## config.mk

```make
export PLATFORM = sky130hd
export DESIGN_NAME = stereo_rms_level_meter
export DESIGN_NICKNAME = d
export VERILOG_FILES = /design/src/hdl/srlm_pkg.sv /design/src/hdl/stereo_rms_level_meter.sv /design/src/hdl/srlm_sqacc.sv /design/src/hdl/srlm_div.sv /design/src/hdl/srlm_sqrt.sv
export SDC_FILE = /design/constraint.sdc
export NUM_CORES = 1
export LEC_CHECK = 0
export ABC_CLOCK_PERIOD_IN_PS = 6800
export BUFFER_PORTS_ARGS = -buffer_cell sky130_fd_sc_hd__buf_2
export CORE_UTILIZATION = 45
export DETAILED_ROUTE_END_ITERATION = 7
export PLACE_DENSITY_LB_ADDON = 0.1
export SLEW_MARGIN = 20
export SYNTH_ARGS = -nofsm -noshare
export SYNTH_HDL_FRONTEND = slang
export SYNTH_SLANG_ARGS = --single-unit
```

## constraint.sdc

```tcl
create_clock -name clk -period 6.8 [get_ports clk]
set_input_delay 0.34 -clock clk [delete_from_list [all_inputs] [get_ports clk]]
set_output_delay 0.34 -clock clk [all_outputs]
set_load 0.005 [all_outputs]
```

## src/hdl/srlm_pkg.sv

```systemverilog
// Package for the stereo RMS level meter.
// Holds widths, scaling constants and command codes; depends on nothing.
`timescale 1ns / 1ps

package srlm_pkg;

  localparam int SAMPLE_W = 24;
  localparam int SQ_W     = 2 * SAMPLE_W;
  localparam int SUM_W    = 64;
  localparam int COUNT_W  = 16;
  localparam int DIVISOR_W = COUNT_W + 1;
  localparam int MEAN_W   = SQ_W;
  localparam int ROOT_W   = MEAN_W / 2;
  localparam int LEVEL_W  = 9;
  localparam int SCALE_W  = 12;
  localparam int PROD_W   = ROOT_W + SCALE_W;

  localparam int FULL_SCALE_SHIFT = 23;
  localparam logic [SCALE_W-1:0] PERCENT_SCALE = SCALE_W'(3200);
  localparam logic [LEVEL_W-1:0] LEVEL_MAX     = LEVEL_W'(9'h1FF);
  localparam logic [COUNT_W-1:0] COUNT_MAX     = COUNT_W'(16'hFFFF);

  localparam int BLOCK_PAIRS_DEFAULT = 1024;

  localparam logic CMD_ADD   = 1'b0;
  localparam logic CMD_CLEAR = 1'b1;

endpackage

```

## src/hdl/stereo_rms_level_meter.sv

```systemverilog
// Stereo RMS level meter, top level.
// Uses srlm_pkg, srlm_sqacc, srlm_div and srlm_sqrt.
//
// Usage: each input transaction carries cmd plus a signed 24-bit stereo pair.
// cmd = 0 squares both samples into a 64-bit energy sum and counts the pair;
// cmd = 1 zeroes sum and count. Every input transaction yields exactly one
// output transaction with the level (floor sqrt of sum / (2 * count), times
// 3200, shifted right by 23, saturated at 511), block_full and pair_dropped.
// Once the count reaches 65535, further pairs are ignored and flagged.
//
// Sequencing: an add runs through the bit-serial squarer, the one-bit-per-cycle
// divider and the square root, and the final state loads the output register.
// A dropped pair skips the squarer; a clear goes straight to the final state.
// One transaction is in work at a time: in_stall is high while the sequencer is
// busy, so no new transaction is taken until the sequencer is idle again.
//
// Reset clears the sum, the count and any pending result. If the receiver
// stalls, the finished result holds in the output register, a new input
// transaction is still accepted, and its own result waits until the register
// frees up.
`timescale 1ns / 1ps

module stereo_rms_level_meter
  import srlm_pkg::*;
#(
  parameter int BLOCK_PAIRS = BLOCK_PAIRS_DEFAULT
) (
  input  logic                       clk,
  input  logic                       rst,
  input  logic                       in_valid,
  output logic                       in_stall,
  input  logic                       cmd,
  input  logic signed [SAMPLE_W-1:0] left_sample,
  input  logic signed [SAMPLE_W-1:0] right_sample,
  output logic                       out_valid,
  input  logic                       out_stall,
  output logic [LEVEL_W-1:0]         level,
  output logic                       block_full,
  output logic                       pair_dropped
);

  typedef enum logic [2:0] {
    ST_IDLE,
    ST_SQ,
    ST_DIV,
    ST_SQRT,
    ST_FIN
  } state_t;

  state_t               state;
  logic [SUM_W-1:0]     energy_sum;
  logic [COUNT_W-1:0]   pair_count;
  logic                 zero_level;
  logic                 dropped;

  // Samples are captured at acceptance so the squarer sees stable operands.
  logic signed [SAMPLE_W-1:0] left_sample_q;
  logic signed [SAMPLE_W-1:0] right_sample_q;

  logic                 sq_start;
  logic                 sq_done;
  logic [SQ_W-1:0]      sq_sum;
  logic                 div_start;
  logic                 div_done;
  logic [SUM_W-1:0]     mean;
  logic                 sqrt_start;
  logic                 sqrt_done;
  logic [ROOT_W-1:0]    root;

  logic                 in_take;
  logic                 out_free;
  logic [PROD_W-1:0]    product;
  logic [PROD_W-FULL_SCALE_SHIFT-1:0] scaled;
  logic [LEVEL_W-1:0]   level_calc;

  assign in_stall = (state != ST_IDLE);
  assign in_take  = in_valid && !in_stall;
  assign out_free = !out_valid || !out_stall;

  // The root is below 2^24, so the scaled product fits in 36 bits.
  assign product    = PROD_W'(root) * PROD_W'(PERCENT_SCALE);
  assign scaled     = product[PROD_W-1:FULL_SCALE_SHIFT];
  assign level_calc = (scaled > (PROD_W - FULL_SCALE_SHIFT)'(LEVEL_MAX)) ? LEVEL_MAX
                                                                         : scaled[LEVEL_W-1:0];

  srlm_sqacc u_sqacc (
    .clk      (clk),
    .rst      (rst),
    .start    (sq_start),
    .left_in  (left_sample_q),
    .right_in (right_sample_q),
    .done     (sq_done),
    .sum      (sq_sum)
  );

  srlm_div #(
    .DIVIDEND_W (SUM_W),
    .DIV_W      (DIVISOR_W)
  ) u_div (
    .clk      (clk),
    .rst      (rst),
    .start    (div_start),
    .dividend (energy_sum),
    .divisor  ({pair_count, 1'b0}),
    .done     (div_done),
    .quotient (mean)
  );

  // The mean of squared 24-bit samples stays below 2^47, so its low 48 bits
  // carry the whole value into the root unit.
  srlm_sqrt #(
    .RAD_W (MEAN_W)
  ) u_sqrt (
    .clk      (clk),
    .rst      (rst),
    .start    (sqrt_start),
    .radicand (mean[MEAN_W-1:0]),
    .done     (sqrt_done),
    .root     (root)
  );

  always_ff @(posedge clk) begin
    if (in_take) begin
      left_sample_q  <= left_sample;
      right_sample_q <= right_sample;
    end
  end

  // Sequencer: holds the accumulator state, the unit start pulses and the
  // output register.
  always_ff @(posedge clk) begin
    if (rst) begin
      state      <= ST_IDLE;
      energy_sum <= '0;
      pair_count <= '0;
      sq_start   <= 1'b0;
      div_start  <= 1'b0;
      sqrt_start <= 1'b0;
      out_valid  <= 1'b0;
    end else begin
      sq_start   <= 1'b0;
      div_start  <= 1'b0;
      sqrt_start <= 1'b0;
      if (out_valid && !out_stall) begin
        out_valid <= 1'b0;
      end
      unique case (state)
        ST_IDLE: begin
          if (in_take) begin
            if (cmd == CMD_CLEAR) begin
              energy_sum <= '0;
              pair_count <= '0;
              zero_level <= 1'b1;
              dropped    <= 1'b0;
              state      <= ST_FIN;
            end else if (pair_count == COUNT_MAX) begin
              // The count is saturated: nothing changes, but the level is
              // still reported from the current sum.
              zero_level <= 1'b0;
              dropped    <= 1'b1;
              div_start  <= 1'b1;
              state      <= ST_DIV;
            end else begin
              zero_level <= 1'b0;
              dropped    <= 1'b0;
              sq_start   <= 1'b1;
              state      <= ST_SQ;
            end
          end
        end
        ST_SQ: begin
          if (sq_done) begin
            energy_sum <= energy_sum + SUM_W'(sq_sum);
            pair_count <= pair_count + COUNT_W'(1);
            div_start  <= 1'b1;
            state      <= ST_DIV;
          end
        end
        ST_DIV: begin
          if (div_done) begin
            sqrt_start <= 1'b1;
            state      <= ST_SQRT;
          end
        end
        ST_SQRT: begin
          if (sqrt_done) begin
            state <= ST_FIN;
          end
        end
        ST_FIN: begin
          if (out_free) begin
            out_valid    <= 1'b1;
            level        <= zero_level ? '0 : level_calc;
            block_full   <= {1'b0, pair_count} >= (COUNT_W + 1)'(BLOCK_PAIRS);
            pair_dropped <= dropped;
            state        <= ST_IDLE;
          end
        end
        default: begin
          state <= ST_IDLE;
        end
      endcase
    end
  end

  // An accepted transaction always puts the sequencer to work.
  a_take_busy: assert property (@(posedge clk) disable iff (rst)
    in_take |=> state != ST_IDLE)
    else $error("sequencer stayed idle after an input transaction");

  // A dropped pair happens only at the count limit, which reaches any block size of at most 65535 pairs.
  a_drop_full: assert property (@(posedge clk) disable iff (rst)
    out_valid && pair_dropped |-> block_full)
    else $error("dropped pair reported without block_full");

  // The divider is never started with a zero pair count.
  a_div_nonzero: assert property (@(posedge clk) disable iff (rst)
    div_start |-> pair_count != '0)
    else $error("divider started with zero divisor");

  // The mean handed to the root unit fits its radicand width.
  a_mean_fits: assert property (@(posedge clk) disable iff (rst)
    sqrt_start |-> mean[SUM_W-1:MEAN_W] == '0)
    else $error("mean exceeds root unit width");

  // Results only leave the final state toward idle.
  a_fin_exit: assert property (@(posedge clk) disable iff (rst)
    state == ST_FIN && out_free |=> state == ST_IDLE && out_valid)
    else $error("final state did not load the output register");

endmodule

```

## src/hdl/srlm_sqacc.sv

```systemverilog
// Bit-serial sum of squares of one stereo pair: |l|^2 + |r|^2.
// Shift-and-add over the sample magnitudes; uses srlm_pkg.
`timescale 1ns / 1ps

module srlm_sqacc
  import srlm_pkg::*;
(
  input  logic                       clk,
  input  logic                       rst,
  input  logic                       start,
  input  logic signed [SAMPLE_W-1:0] left_in,
  input  logic signed [SAMPLE_W-1:0] right_in,
  output logic                       done,
  output logic [SQ_W-1:0]            sum
);

  localparam int CNT_W = $clog2(SAMPLE_W);

  function automatic logic [SAMPLE_W-1:0] magnitude(input logic signed [SAMPLE_W-1:0] x);
    logic [SAMPLE_W-1:0] u;
    u = SAMPLE_W'(x);
    return x[SAMPLE_W-1] ? (~u + SAMPLE_W'(1)) : u;
  endfunction

  logic                busy;
  logic                second;
  logic [CNT_W-1:0]    cnt;
  logic [SQ_W-1:0]     multiplicand;
  logic [SAMPLE_W-1:0] multiplier;
  logic [SAMPLE_W-1:0] right_mag;

  always_ff @(posedge clk) begin
    done <= 1'b0;
    if (rst) begin
      busy   <= 1'b0;
      second <= 1'b0;
      cnt    <= '0;
    end else if (start) begin
      busy         <= 1'b1;
      second       <= 1'b0;
      cnt          <= '0;
      sum          <= '0;
      multiplicand <= SQ_W'(magnitude(left_in));
      multiplier   <= magnitude(left_in);
      right_mag    <= magnitude(right_in);
    end else if (busy) begin
      if (multiplier[0]) begin
        sum <= sum + multiplicand;
      end
      if (cnt == CNT_W'(SAMPLE_W - 1)) begin
        cnt <= '0;
        if (second) begin
          busy <= 1'b0;
          done <= 1'b1;
        end else begin
          second       <= 1'b1;
          multiplicand <= SQ_W'(right_mag);
          multiplier   <= right_mag;
        end
      end else begin
        cnt          <= cnt + CNT_W'(1);
        multiplicand <= {multiplicand[SQ_W-2:0], 1'b0};
        multiplier   <= {1'b0, multiplier[SAMPLE_W-1:1]};
      end
    end
  end

endmodule

```

## src/hdl/srlm_div.sv

```systemverilog
// Restoring divider, one quotient bit per cycle.
// Generic widths set by the parent; uses srlm_pkg for the default widths.
`timescale 1ns / 1ps

module srlm_div
  import srlm_pkg::*;
#(
  parameter int DIVIDEND_W = SUM_W,
  parameter int DIV_W      = DIVISOR_W
) (
  input  logic                  clk,
  input  logic                  rst,
  input  logic                  start,
  input  logic [DIVIDEND_W-1:0] dividend,
  input  logic [DIV_W-1:0]      divisor,
  output logic                  done,
  output logic [DIVIDEND_W-1:0] quotient
);

  localparam int CNT_W = $clog2(DIVIDEND_W);

  logic             busy;
  logic [CNT_W-1:0] cnt;
  logic [DIV_W-1:0] rem;
  logic [DIV_W-1:0] dsr;
  logic [DIV_W:0]   trial;
  logic             fits;

  // The partial remainder stays below the divisor, so DIV_W bits hold it.
  assign trial = {rem, quotient[DIVIDEND_W-1]};
  assign fits  = trial >= {1'b0, dsr};

  always_ff @(posedge clk) begin
    done <= 1'b0;
    if (rst) begin
      busy <= 1'b0;
      cnt  <= '0;
    end else if (start) begin
      busy     <= 1'b1;
      cnt      <= '0;
      rem      <= '0;
      dsr      <= divisor;
      quotient <= dividend;
    end else if (busy) begin
      rem      <= fits ? DIV_W'(trial - {1'b0, dsr}) : DIV_W'(trial);
      quotient <= {quotient[DIVIDEND_W-2:0], fits};
      if (cnt == CNT_W'(DIVIDEND_W - 1)) begin
        busy <= 1'b0;
        done <= 1'b1;
      end else begin
        cnt <= cnt + CNT_W'(1);
      end
    end
  end

endmodule

```

## src/hdl/srlm_sqrt.sv

```systemverilog
// Digit-by-digit floor square root, one root bit per cycle.
// Consumes two radicand bits per step; uses srlm_pkg for default widths.
`timescale 1ns / 1ps

module srlm_sqrt
  import srlm_pkg::*;
#(
  parameter int RAD_W = MEAN_W
) (
  input  logic                 clk,
  input  logic                 rst,
  input  logic                 start,
  input  logic [RAD_W-1:0]     radicand,
  output logic                 done,
  output logic [RAD_W/2-1:0]   root
);

  localparam int RT_W  = RAD_W / 2;
  localparam int REM_W = RT_W + 2;
  localparam int CNT_W = $clog2(RT_W);

  logic             busy;
  logic [CNT_W-1:0] cnt;
  logic [RAD_W-1:0] rad;
  logic [REM_W-1:0] rem;
  logic [REM_W+1:0] trial;
  logic [REM_W+1:0] test;
  logic             fits;

  assign trial = {rem, rad[RAD_W-1 -: 2]};
  assign test  = (REM_W + 2)'({root, 2'b01});
  assign fits  = trial >= test;

  always_ff @(posedge clk) begin
    done <= 1'b0;
    if (rst) begin
      busy <= 1'b0;
      cnt  <= '0;
    end else if (start) begin
      busy <= 1'b1;
      cnt  <= '0;
      rad  <= radicand;
      rem  <= '0;
      root <= '0;
    end else if (busy) begin
      rem  <= fits ? REM_W'(trial - test) : REM_W'(trial);
      root <= {root[RT_W-2:0], fits};
      rad  <= {rad[RAD_W-3:0], 2'b00};
      if (cnt == CNT_W'(RT_W - 1)) begin
        busy <= 1'b0;
        done <= 1'b1;
      end else begin
        cnt <= cnt + CNT_W'(1);
      end
    end
  end

endmodule

```

# == Yosys cells after proc, flatten, opt, wreduce, memory -nomap -nowiden ==
# Cells that the tools add are included.
# word_totals
regBits,510
out_inout_bits,13
# op_classes
n_lt_le_gt_ge,4
multipliers,1
n_reduce_logical,34
eq_ne,15
addsub,10
bitwise,12
muxes,63
# ops
cell,n
$mux 48,7
$mux 64,5
$mux 24,7
$pmux 64 s2,1
$add 64x48->64,1
$mux 26,2
$add 24x1->24 const B,2
$add 48x48->48,1
$mux 16,3
$not 24->24,2
$mux 17,2
$pmux 16 s2,1
$mul 24x5->29 const B,1
$ge 28x26->1,1
$sub 26x26->26,1
$mux 1,23
$mux 23,1
$ge 18x17->1,1
$mux 3,6
$sub 17x17->17,1
$add 16x1->16 const B,1
$eq 16x16->1 const B,1
$ge 16x11->1 const B,1
$pmux 3 s5,1
29 further kinds,66

# == Logic depth before layout (Yosys ltp) ==
# Gate-level depths: netlist of the first run.
# depth
ltp_word,5
depth_mapped,16
ltp_nobuf,16

# == Hierarchy ==
# A second synthesis of the first run with hierarchy kept.
# unflattened
hier_cells,2935
hier_area_um2,30760.8
# modules_own_cells
mod,n_inst,cells_per_inst,area_each_um2,seq_area_each_um2
stereo_rms_level_meter,1,1170,10371.2,3573.4
srlm_sqacc,1,912,9334.0,4484.3
srlm_sqrt,1,492,5901.9,3083.0
srlm_div,1,361,5153.7,3103.0

# == Worst setup path before layout of the first run ==
# OpenSTA, ideal clock, no wires.
# synth_path
kind,input port to flip-flop
startpoint,input port rst
endpoint,"register u_sqrt.rad[0], enable pin"
cell_stages,4
path_slack_ns,1.247
t_required_ns,6.245
setup_time_ns,0.555
path_buffers,3
arrival_ns,4.998
cell_sequence,clkbuf_1 clkbuf_1 buf_1 nor2_1
# synth_via
elab_chain_cells,2
# synth_rtl
item,line,text
"start, declared",stereo_rms_level_meter.sv:29,"input logic rst,"
$not 1->1 (no line),n/a,
$reduce_and 2->1 (no line),n/a,
"end signal, assigned",srlm_sqrt.sv:42,rad <= radicand;
"end signal, assigned",srlm_sqrt.sv:48,"rad <= {rad[RAD_W-3:0], 2'b00};"
"end, declared",srlm_sqrt.sv:24,logic [RAD_W-1:0] rad;
# Every way passes these cells.
# A chain may end at the register's enable or synchronous reset.

# == Worst setup path in the final report of the first run ==
# layout_path
startpoint,register u_sqrt.root[8]
endpoint,register level[0] (data pin)
# layout_via
elab_chain_cells,3
# layout_rtl
item,line,text
"start, declared",srlm_sqrt.sv:15,output logic [RAD_W/2-1:0] root
"start signal, assigned",srlm_sqrt.sv:47,"root <= {root[RT_W-2:0], fits};"
$mul 24x5->29 *,stereo_rms_level_meter.sv:81,assign product = PROD_W'(root) * PROD_W'(PERCENT_SCALE);
$gt 13x9->1,stereo_rms_level_meter.sv:83,assign level_calc = (scaled > (PROD_W - FULL_SCALE_SHIFT)'(LEVEL_MAX)) ? LEVEL_MAX
$mux 9 *,stereo_rms_level_meter.sv:83,
"end signal, assigned",stereo_rms_level_meter.sv:193,level <= zero_level ? '0 : level_calc;
"end, declared",stereo_rms_level_meter.sv:37,"output logic [LEVEL_W-1:0] level,"
# Every way passes the cells marked *; elsewhere a longest branch is shown, timed or not.

==> flow_metrics.py, run 1 <==
metrics = {
    "routing": {
        "via_count": 20280,
        "ant_nets": 0,
        "drc": 0,
        "wl_per_cell_um": 15.95,
        "dr.first_iter.drc_count": 1221,
        "dr.pass1.iters": 5,
        "finalWirelength_um": 59880,
        "viasPerCell": 5.404,
    },
    "finish": {
        "seq_area_um2": 14220,
        "final_cell_mix": "edfxtp_1, nor2_1, ha_1",
        "multi_input_area_um2": 14250,
        "areaGrowthSynthToFinish_pct": 13.21,
        "final_common_cell": "edfxtp_1",
        "final_nets": 3139,
        "nFillCells": 5697,
        "antenna_cells": 0,
        "drive_above_1_share_pct": 11.59,
    },
    "floorplan": {
        "die_x_um": 257.5,
        "die_area_um2": 66310,
        "die_y_um": 257.5,
        "ioPinCount": 66,
        "rows": 93,
        "coreArea_um2": 64460,
        "start_util_pct": 45.57,
    },
    "clock_network": {
        "cts_root_buf": "clkbuf_16",
        "tritoncts": "built",
        "clock-sinks": 510,
        "cts_max_level": 2,
        "clockBufferDepth": 3,
        "clock_latency_ns": 0.63,
        "cts_made_buffers": 59,
        "postCtsResizedCells": 0,
        "path_clk_slew_ns": 0.06,
    },
    "pwr": {
        "peakVddDrop_mv": 0.2127,
        "cellPowerDensity_nw_per_um2": 225.1,
        "total_leakage_power_nw": 13.25,
        "power_w": 0.007487,
    },
    "placement": {
        "gp_congestion": 0.8679,
        "hpwl_um": 43550,
        "io_buffers": 65,
    },
    "worst_setup_path": {
        "worstSetupEndpointType": "flop",
        "cp-startpoint": "u_sqrt.root[8]$_SDFFCE_PP0P_",
        "r2r-start": "u_sqrt.root[8]$_SDFFCE_PP0P_",
        "worst-path-buf-inv": 2,
        "crit_slowest_cell": "fa_1",
        "crit_cells": 16,
        "cpPeakStageDelay_ns": 0.50,
        "worst_ep_required_time_ns": 7.15,
        "cp_max_fo": 9,
        "crit_end": "level[0]$_SDFFCE_PP0P_",
        "worstSetupPathType": "flop to flop",
        "crit_chain": "ha_1 -> ha_1 -> inv_1 -> fa_1 -> inv_1 -> ha_1 -> a2111oi_0 -> o21ai_0 -> o211ai_1 -> a31oi_1 -> o31ai_1 -> o21a_1 -> o21ai_0 -> xor2_1 -> o21bai_1 -> o21ai_0",
        "crit_arrival_ns": 5.18,
        "rr_worst_depth": 16,
        "startpoint_type": "flop",
        "reg2reg_to": "level[0]$_SDFFCE_PP0P_",
        "rrSetupSlack_ns": 1.97,
        "cp_top_family": "compound AO/OA/AOI/OAI gates",
    },
    "run_status": {
        "outcome": "complete, no violations",
    },
    "logic_synthesis": {
        "synth_edf_count": 400,
        "synthesis.area_um2": 29380,
        "synthesis.instances": 2744,
        "yosys_warnings": 0,
        "ys_types": 81,
        "syn_nets": 3036,
        "syn_area_per_cell_um2": 10.71,
        "ys_async_sr_fraction_pct": 0,
        "ys.flop_type": "edfxtp_1",
        "synth_seq_cells": 510,
        "ys_seq_area_share_pct": 48.38,
    },
    "global_route": {
        "grt_use_total_pct": 18.14,
        "gr-total-overflow": 0,
        "grt_max_degree": 77,
        "grt_pass1_vias": 20140,
        "antenna_found_initial": 0,
        "grt_pass1_wl_um": 100200,
    },
    "sta": {
        "tightest_slew_ns": 0.9517,
        "fin_crit_sh_pct": 71.01,
        "finalHoldViolCount": 0,
        "rsz0062_at_grt": "no",
        "fmaxAchievable_ghz": 0.2071,
        "fin_tns_setup_ns": 0,
        "finalCriticalPeriod_ns": 4.829,
        "maxSlewHeadroom_pct": 36.55,
        "slew_violations": 0,
        "setup_violations": 0,
        "skew_ns": 0.03290,
    },
    "run": {
        "drv_cap": 0,
    },
    "min_path": {
        "worstHoldPathType": "input port to flop",
    },
}
-- metrics by stage --
| step | hold slack, ns | cells | util (%) | setup slack (ns) | instance area [um2] |
|---|---|---|---|---|---|
| global route | 0.03547 | 3753 | 51.60 | 1.533 | 33260 |
| CTS | 0.01199 | 3753 | 51.60 | 1.894 | 33260 |
| finish | 0.05784 | 3753 | 51.60 | 1.971 | 33260 |
| global placement | 0.4181 | 3591 | 47.54 | 2.020 | 30640 |
| detailed placement | 0.4346 | 3592 | 47.57 | 1.898 | 30660 |
| floorplan | 0.4003 | 2744 | - | 1.247 | 29380 |
-- where the power goes --
| group | internal [W] | switching (W) | total, W |
|---|---|---|---|
| sequential | 0.00347 | 0.0000738 | 0.00354 |
| clock | 0.00207 | 0.00129 | 0.00336 |
| combinational | 0.000238 | 0.000348 | 0.000587 |
-- synthesized netlist by cell type, drive strengths merged, types with 81 or more instances --
cell type  count  area [um2]
o21ai        111       559.3
clkbuf        81       304.0
a21oi        196       984.7
xor2          81       709.4
a21o          87       653.1
nand2        199       747.0
dfxtp        110        2202
edfxtp       400       12010
inv          157       589.3
mux2         110        1239
xnor2        115        1007
ha           218        2728
nor2         265       994.7
-- worst register-to-register path, delay by kind of cell (launching register included) --
kind                       cells  cell delay (ns)
xor gates and xnor gates       1             0.15
adders and majority gates      4             1.44
DFF                            1             0.47
buffers and inverters          2             0.10
AOI/OAI and AO/OA              9             2.39
-- area by class of cell --
class | instances | share of cell area, %
Clock buffer | 86 | 5.327
Clock inverter | 26 | 1.008
Inverter | 157 | 1.772
Multi-Input combinational cell | 1980 | 42.85
Sequential cell | 510 | 42.77
Tap cell | 855 | 3.216
Timing Repair Buffer | 139 | 3.055
-- layer usage --
| metal | part of all wire (%) | track usage (%) | vias to the layer above |
|---|---|---|---|
| li1 | - | - | 10270 |
| met1 | 47 | 24.52 | 9583 |
| met2 | 47 | 30.22 | 338 |
| met3 | 3.6 | 2.512 | 92 |
| met4 | 2.2 | 5.358 | 0 |
| met5 | 0 | 0 | - |
-- flip-flops by register name, summed over array words and instances, names as in the netlist, 3 cells and up --
register and cells:
u_sqrt.cnt 5, u_sqacc.multiplier 24, state 3, u_div.rem 17, u_sqrt.root 24, left_sample_q 24, u_sqacc.right_mag 24, u_div.cnt 6
u_sqacc.sum 48, right_sample_q 24, u_div.dsr 16, u_sqrt.rad 48, u_sqacc.multiplicand 48, u_div.quotient 64, u_sqacc.cnt 5, u_sqrt.rem 26
level 9, pair_count 16, energy_sum 64
-- logic make-up after synthesis --
kind of cell	after synthesis	synth area share, %
AND/OR/NAND/NOR	766	12.28
buffers and inverters	254	3.322
multiplexers	146	5.485
AO/OA/AOI/OAI	633	13.97
flip-flops	510	48.38
adder cells (fa/ha/maj)	239	10.72
XOR/XNOR	196	5.843
-- how the worst min path moves through the flow --
stage / startpoint / endpoint / slack (ns) / cells after the start
after global placement: dropped$_DFFE_PP_ / pair_dropped$_DFFE_PP_ / 0.42 / 0
after CTS: cmd / zero_level$_DFFE_PP_ / 0.01 / 1
after detailed placement: dropped$_DFFE_PP_ / pair_dropped$_DFFE_PP_ / 0.43 / 0
after floorplan: dropped$_DFFE_PP_ / pair_dropped$_DFFE_PP_ / 0.40 / 0
final: cmd / zero_level$_DFFE_PP_ / 0.06 / 1
after global routing: cmd / zero_level$_DFFE_PP_ / 0.04 / 1
-- timing repair --
item | in CTS | in global routing
hold buffers | 49 | 0
setup buffers | 0 | 0
endpoints found under the hold margin | 49 | 0
Note: power is estimated with default switching activity, not from simulation.
==> run 2: changes to the inputs <==
ABC_CLOCK_PERIOD_IN_PS = 4400   (was 6800)
clock period = 4.4 ns   (was 6.8 ns; I/O delays follow)
==> run 2 against run 1 <==
Die area stayed put. Clock skew fell by 0.0060 ns. Flip-flop and latch count is the same. Total power up 46%.
==> flow_metrics.py, run 2 (same netlist as run 1, synthesis figures left out) <==
metrics = {
    "pwr": {
        "seqPwrFrac_pct": 49.9,
        "p_switching_w": 0.002576,
        "cellPowerDensity_nw_per_um2": 330.0,
        "p_sw_share_pct": 23.50,
        "p_clk_share_pct": 41.7,
        "power_w": 0.01096,
        "total_leakage_power_nw": 13.15,
        "peakVddDrop_mv": 0.4412,
        "p_int_w": 0.008383,
        "comb_power_share_pct": 8.4,
    },
    "sta": {
        "skew_ns": 0.02691,
        "hold_ws_ns": 0.09390,
        "setup_violations": 0,
        "tightest_slew_ns": 0.9263,
        "worst_slack_ns": 0.1288,
        "fmaxAchievable_ghz": 0.2341,
        "slew_violations": 0,
        "finalHoldViolCount": 0,
        "finalCriticalPeriod_ns": 4.271,
        "maxSlewHeadroom_pct": 38.10,
        "fin_crit_sh_pct": 97.07,
    },
    "placement": {
        "dpl_cell_area_um2": 30770,
        "io_buffers": 65,
        "gp_congestion": 0.8887,
        "pre_cts_ws_ns": -0.03062,
        "hpwl_um": 44760,
        "dp_cells": 3603,
    },
    "clock_network": {
        "tritoncts": "built",
        "path_clk_slew_ns": 0.06,
        "cts_max_level": 2,
        "cts_made_buffers": 57,
        "clock-sinks": 510,
        "cts_root_buf": "clkbuf_16",
        "clock_latency_ns": 0.63,
        "clockBufferDepth": 3,
    },
    "floorplan": {
        "ioPinCount": 66,
        "start_util_pct": 45.57,
        "coreArea_um2": 64460,
        "rows": 93,
        "die_x_um": 257.5,
        "die_area_um2": 66310,
        "die_y_um": 257.5,
    },
    "routing": {
        "ant_nets": 0,
        "viasPerCell": 5.399,
        "dr.pass1.iters": 5,
        "finalWirelength_um": 60980,
        "via_count": 20320,
        "wl_per_cell_um": 16.20,
        "drc": 0,
        "dr.first_iter.drc_count": 865,
    },
    "finish": {
        "design_area_um2": 33210,
        "nFillCells": 5712,
        "multi_input_area_um2": 14370,
        "final_common_cell": "edfxtp_1",
        "antenna_cells": 0,
        "seq_area_um2": 14220,
        "final_nets": 3152,
        "fin_cells": 3764,
        "drive_above_1_share_pct": 11.89,
        "top_regs": "energy_sum: 64 flops, u_div.quotient: 64 flops",
        "areaGrowthSynthToFinish_pct": 13.05,
        "final_cell_mix": "edfxtp_1, nor2_1, ha_1",
    },
    "min_path": {
        "worstHoldPathType": "input port to flop",
    },
    "worst_setup_path": {
        "r2r-start": "u_sqrt.root[8]$_SDFFCE_PP0P_",
        "crit_end": "level[1]$_SDFFCE_PP0P_",
        "worst_ep_required_time_ns": 4.77,
        "cp_max_fo": 4,
        "rrSetupSlack_ns": 0.13,
        "crit_arrival_ns": 4.64,
        "reg2reg_to": "level[1]$_SDFFCE_PP0P_",
        "cp-startpoint": "u_sqrt.root[8]$_SDFFCE_PP0P_",
        "worstSetupPathType": "flop to flop",
        "rr_worst_depth": 19,
        "startpoint_type": "flop",
        "worstSetupEndpointType": "flop",
    },
    "run_status": {
        "outcome": "complete, no violations",
    },
    "global_route": {
        "grt_max_degree": 104,
        "grt_use_total_pct": 18.34,
        "gr-total-overflow": 0,
        "grt_pass1_wl_um": 101000,
        "antenna_found_initial": 0,
        "grt_pass1_vias": 20330,
    },
    "run": {
        "drv_cap": 0,
    },
}
==> run 2: cell count changes in the layout (fill, tap and decap cells not counted), sizes merged <==
| cell | change |
|---|---|
| buf | +14 |
| clkinv | -1 |
| clkbuf | +1 |
| inv | +1 |
| bufinv | -5 |
| dlygate4sd3 | +1 |
==> run 2: critical path, stage by stage, from the launching register on <==
cell and delay [ns]:
edfxtp_1 0.49, ha_4 0.27, ha_4 0.26, inv_1 0.04, fa_1 0.51, inv_2 0.05
ha_4 0.23, a2111oi_4 0.35, o21ai_2 0.10, o211ai_1 0.30, a31oi_2 0.16, o31ai_1 0.24
buf_4 0.16, o21a_1 0.15, buf_6 0.11, o21bai_1 0.06, mux2i_1 0.13, o21bai_2 0.17
buf_2 0.16, o21ai_1 0.07
==> run 2: cell type report <==
type / count / share of cell area (%)
tap: 855 / 3.221
multi-input combinational: 1980 / 43.26
sequential: 510 / 42.83
clock buffer: 87 / 4.882
inverter: 157 / 1.774
timing repair buffer: 154 / 3.496
clock inverter: 21 / 0.5387
==> run 2: routing by layer <==
metal	vias to the layer above	global-route usage (%)	wire, um
met2	299	30.94	28700
li1	10300	-	-
met4	0	6.394	1831
met5	-	0	0
met1	9619	24.27	28680
met3	106	2.275	1761
==> run 2: worst min path at each step <==
| stage | from | to | slack (ns) | depth (start not counted) |
|---|---|---|---|---|
| 3_5_place_dp | left_sample[3] | left_sample_q[3]$_DFFE_PP_ | 0.40 | 1 |
| 4_1_cts | in_valid | zero_level$_DFFE_PP_ | 0.05 | 3 |
| 6_report | in_valid | dropped$_DFFE_PP_ | 0.09 | 3 |
| 5_1_grt | in_valid | zero_level$_DFFE_PP_ | 0.08 | 3 |
| 2_1_floorplan | left_sample[0] | left_sample_q[0]$_DFFE_PP_ | 0.32 | 0 |
| 3_3_place_gp | right_sample[21] | right_sample_q[21]$_DFFE_PP_ | 0.40 | 1 |
==> run 2: metrics by stage <==
stage	utilization, %	TNS, ns
2_1_floorplan	-	0
3_3_place_gp	47.73	0
3_5_place_dp	47.73	-0.2132
4_1_cts	51.30	0
5_1_grt	51.52	-0.8029
6_report	51.52	0
==> run 2: timing repair <==
item,CTS,global route
buffers inserted,0,2
cloned,0,1
hold buffers,50,0
pin swaps,1,16
hold endpoints to repair,51,0
resized for setup,2,27
endpoints found under the setup margin,9,9
==> run 2: power by group through the flow <==
stage | clock network [W] | logic (W) | registers (W)
final | 0.00457 | 0.000918 | 0.00547
after global routing | 0.00489 | 0.00103 | 0.00549
after CTS | 0.00472 | 0.000919 | 0.00547
after detailed placement | 0 | 0.000881 | 0.00557
after global placement | 0 | 0.000864 | 0.00557
after floorplan | 0 | 0.000672 | 0.00552
==> run 3: changes to the inputs <==
CORE_UTILIZATION = 58   (was 45)
==> run 3 against run 2 <==
Sequential share of layout area grew 0.19 points. Maximum frequency grew 2.3%. Register-to-register slack gained 0.096 ns. Critical path type unchanged. Largest cell class unchanged. Largest power group unchanged.
==> flow_metrics.py, run 3 (same netlist as run 1, synthesis figures left out) <==
metrics = {
    "worst_setup_path": {
        "worst_ep_required_time_ns": 4.75,
        "worstSetupPathType": "flop to flop",
        "startpoint_type": "flop",
        "crit_arrival_ns": 4.53,
        "worstSetupEndpointType": "flop",
        "cp_max_fo": 4,
    },
    "routing": {
        "finalWirelength_um": 60290,
        "ant_nets": 0,
        "viasPerCell": 5.753,
        "dr.pass1.iters": 5,
        "wl_per_cell_um": 16.84,
        "via_count": 20600,
        "dr.first_iter.drc_count": 1359,
        "drc": 0,
    },
    "placement": {
        "hpwl_um": 43330,
        "gp_congestion": 0.8737,
        "pre_cts_ws_ns": -0.1667,
        "io_buffers": 65,
    },
    "sta": {
        "finalCriticalPeriod_ns": 4.175,
        "hold_ws_ns": 0.1402,
        "skew_ns": 0.01472,
        "tightest_slew_ns": 1.090,
        "worst_slack_ns": 0.2248,
        "fin_crit_sh_pct": 94.89,
        "slew_violations": 0,
        "maxSlewHeadroom_pct": 27.33,
        "setup_violations": 0,
        "fin_tns_setup_ns": 0,
        "finalHoldViolCount": 0,
        "fmaxAchievable_ghz": 0.2395,
    },
    "clock_network": {
        "cts_max_level": 2,
        "cts_made_buffers": 56,
        "tritoncts": "built",
        "clock_latency_ns": 0.61,
        "path_clk_slew_ns": 0.06,
        "clockBufferDepth": 3,
        "cts_root_buf": "clkbuf_16",
        "clock-sinks": 510,
    },
    "pwr": {
        "p_switching_w": 0.002631,
        "peakVddDrop_mv": 0.3801,
        "p_clk_share_pct": 43.5,
        "p_int_w": 0.008676,
        "cellPowerDensity_nw_per_um2": 341.9,
        "seqPwrFrac_pct": 48.5,
        "comb_power_share_pct": 7.9,
        "total_leakage_power_nw": 13.25,
        "p_sw_share_pct": 23.27,
    },
    "finish": {
        "antenna_cells": 0,
        "drive_above_1_share_pct": 12.20,
        "nFillCells": 3905,
        "post-route-util_pct": 66.04,
        "top_regs": "energy_sum: 64 flops, u_div.quotient: 64 flops",
        "final_common_cell": "edfxtp_1",
        "seq_area_um2": 14220,
        "multi_input_area_um2": 14310,
        "final_cell_mix": "edfxtp_1, nor2_1, ha_1",
        "areaGrowthSynthToFinish_pct": 12.54,
        "final_nets": 3153,
    },
    "global_route": {
        "grt_use_total_pct": 23.71,
        "grt_max_degree": 82,
        "grt_pass1_wl_um": 99590,
        "antenna_found_initial": 0,
        "gr-total-overflow": 0,
        "grt_pass1_vias": 20430,
    },
    "floorplan": {
        "rows": 82,
        "start_util_pct": 58.68,
        "die_x_um": 227.1,
        "ioPinCount": 66,
        "coreArea_um2": 50070,
        "die_area_um2": 51560,
        "die_y_um": 227.1,
    },
    "run_status": {
        "outcome": "complete, no violations",
    },
    "min_path": {
        "worstHoldPathType": "input port to flop",
    },
    "run": {
        "drv_cap": 0,
    },
}
[run 3: changes by cell type in the layout (fill, tap and decap cells not counted), moves of 2 or more]
| cell | previous run | this run |
|---|---|---|
| inv_1 | 154 | 157 |
| o21ai_0 | 99 | 103 |
| clkinv_4 | 1 | 4 |
| buf_4 | 33 | 40 |
| clkbuf_1 | 24 | 3 |
| ha_1 | 212 | 217 |
| o21ai_1 | 10 | 7 |
| ha_4 | 6 | 1 |
| inv_2 | 3 | 0 |
| clkinv_2 | 6 | 11 |
| inv_4 | 0 | 3 |
| bufinv_16 | 2 | 8 |
| buf_12 | 3 | 0 |
| buf_6 | 2 | 0 |
[run 3: area by class of cell]
| cell class | instances | area share [%] |
|---|---|---|
| flip-flops and latches | 510 | 43.02 |
| multi-input cells | 1980 | 43.29 |
| inverters | 157 | 1.782 |
| clock inverters | 41 | 1.351 |
| repair buffers | 156 | 3.421 |
| well taps | 672 | 2.543 |
| clock buffers | 65 | 4.590 |
[run 3: path summary, 6_finish.rpt]
path	startpoint	end	slack, ns	depth (start not counted)
hold / removal	in_valid	div_start$_SDFF_PP0_	0.14	5
setup reg to reg	u_sqrt.root[8]$_SDFFCE_PP0P_	level[8]$_SDFFCE_PP0P_	0.22	18
setup / recovery	u_sqrt.root[8]$_SDFFCE_PP0P_	level[8]$_SDFFCE_PP0P_	0.22	18
hold reg to reg	dropped$_DFFE_PP_	pair_dropped$_DFFE_PP_	0.42	0
[run 3: per-layer routing]
metal / track usage (%) / vias to the layer above / share of wire, %
li1: - / 10290 / -
met1: 30.90 / 9757 / 45
met2: 40.39 / 431 / 48
met3: 3.110 / 128 / 3.9
met4: 8.790 / 0 / 2.9
met5: 0 / - / 0
[run 3: critical path: stages (launching register included)]
cell and delay, ns:
edfxtp_1 0.43, ha_1 0.31, ha_1 0.28, inv_1 0.05, fa_1 0.50, inv_1 0.07
ha_4 0.25, a2111oi_4 0.32, o21ai_1 0.13, o211ai_1 0.20, buf_4 0.17, a31oi_4 0.10
o31ai_4 0.22, o21a_1 0.19, o21ai_1 0.09, xor2_1 0.14, o21bai_1 0.21, buf_2 0.18
o21ai_0 0.08
[run 3: per-stage QoR]
step | cells | total power, W | cell area, um2
floorplan | 2744 | 0.006193 | 29390
global placement | 3417 | 0.006406 | 30480
detailed placement | 3417 | 0.006435 | 30480
CTS | 3575 | 0.01138 | 32970
global route | 3581 | 0.01173 | 33060
finish | 3581 | 0.01131 | 33060
[run 3: timing repair]
item / in CTS / in global routing
buffers inserted: 2 / 5
setup endpoints to repair: 9 / 9
cloned: 0 / 1
gates resized for setup: 3 / 8
hold buffers: 50 / 0
endpoints found under the hold margin: 51 / 0
pin swaps: 2 / 7
[run 3: power by group through the flow]
stage | sequential, W | clock [W] | combinational (W)
after floorplan | 0.00552 | 0 | 0.000672
after global placement | 0.00558 | 0 | 0.000831
after detailed placement | 0.00558 | 0 | 0.000852
after CTS | 0.00548 | 0.00501 | 0.000891
after global routing | 0.00550 | 0.00522 | 0.00100
final | 0.00548 | 0.00492 | 0.000898
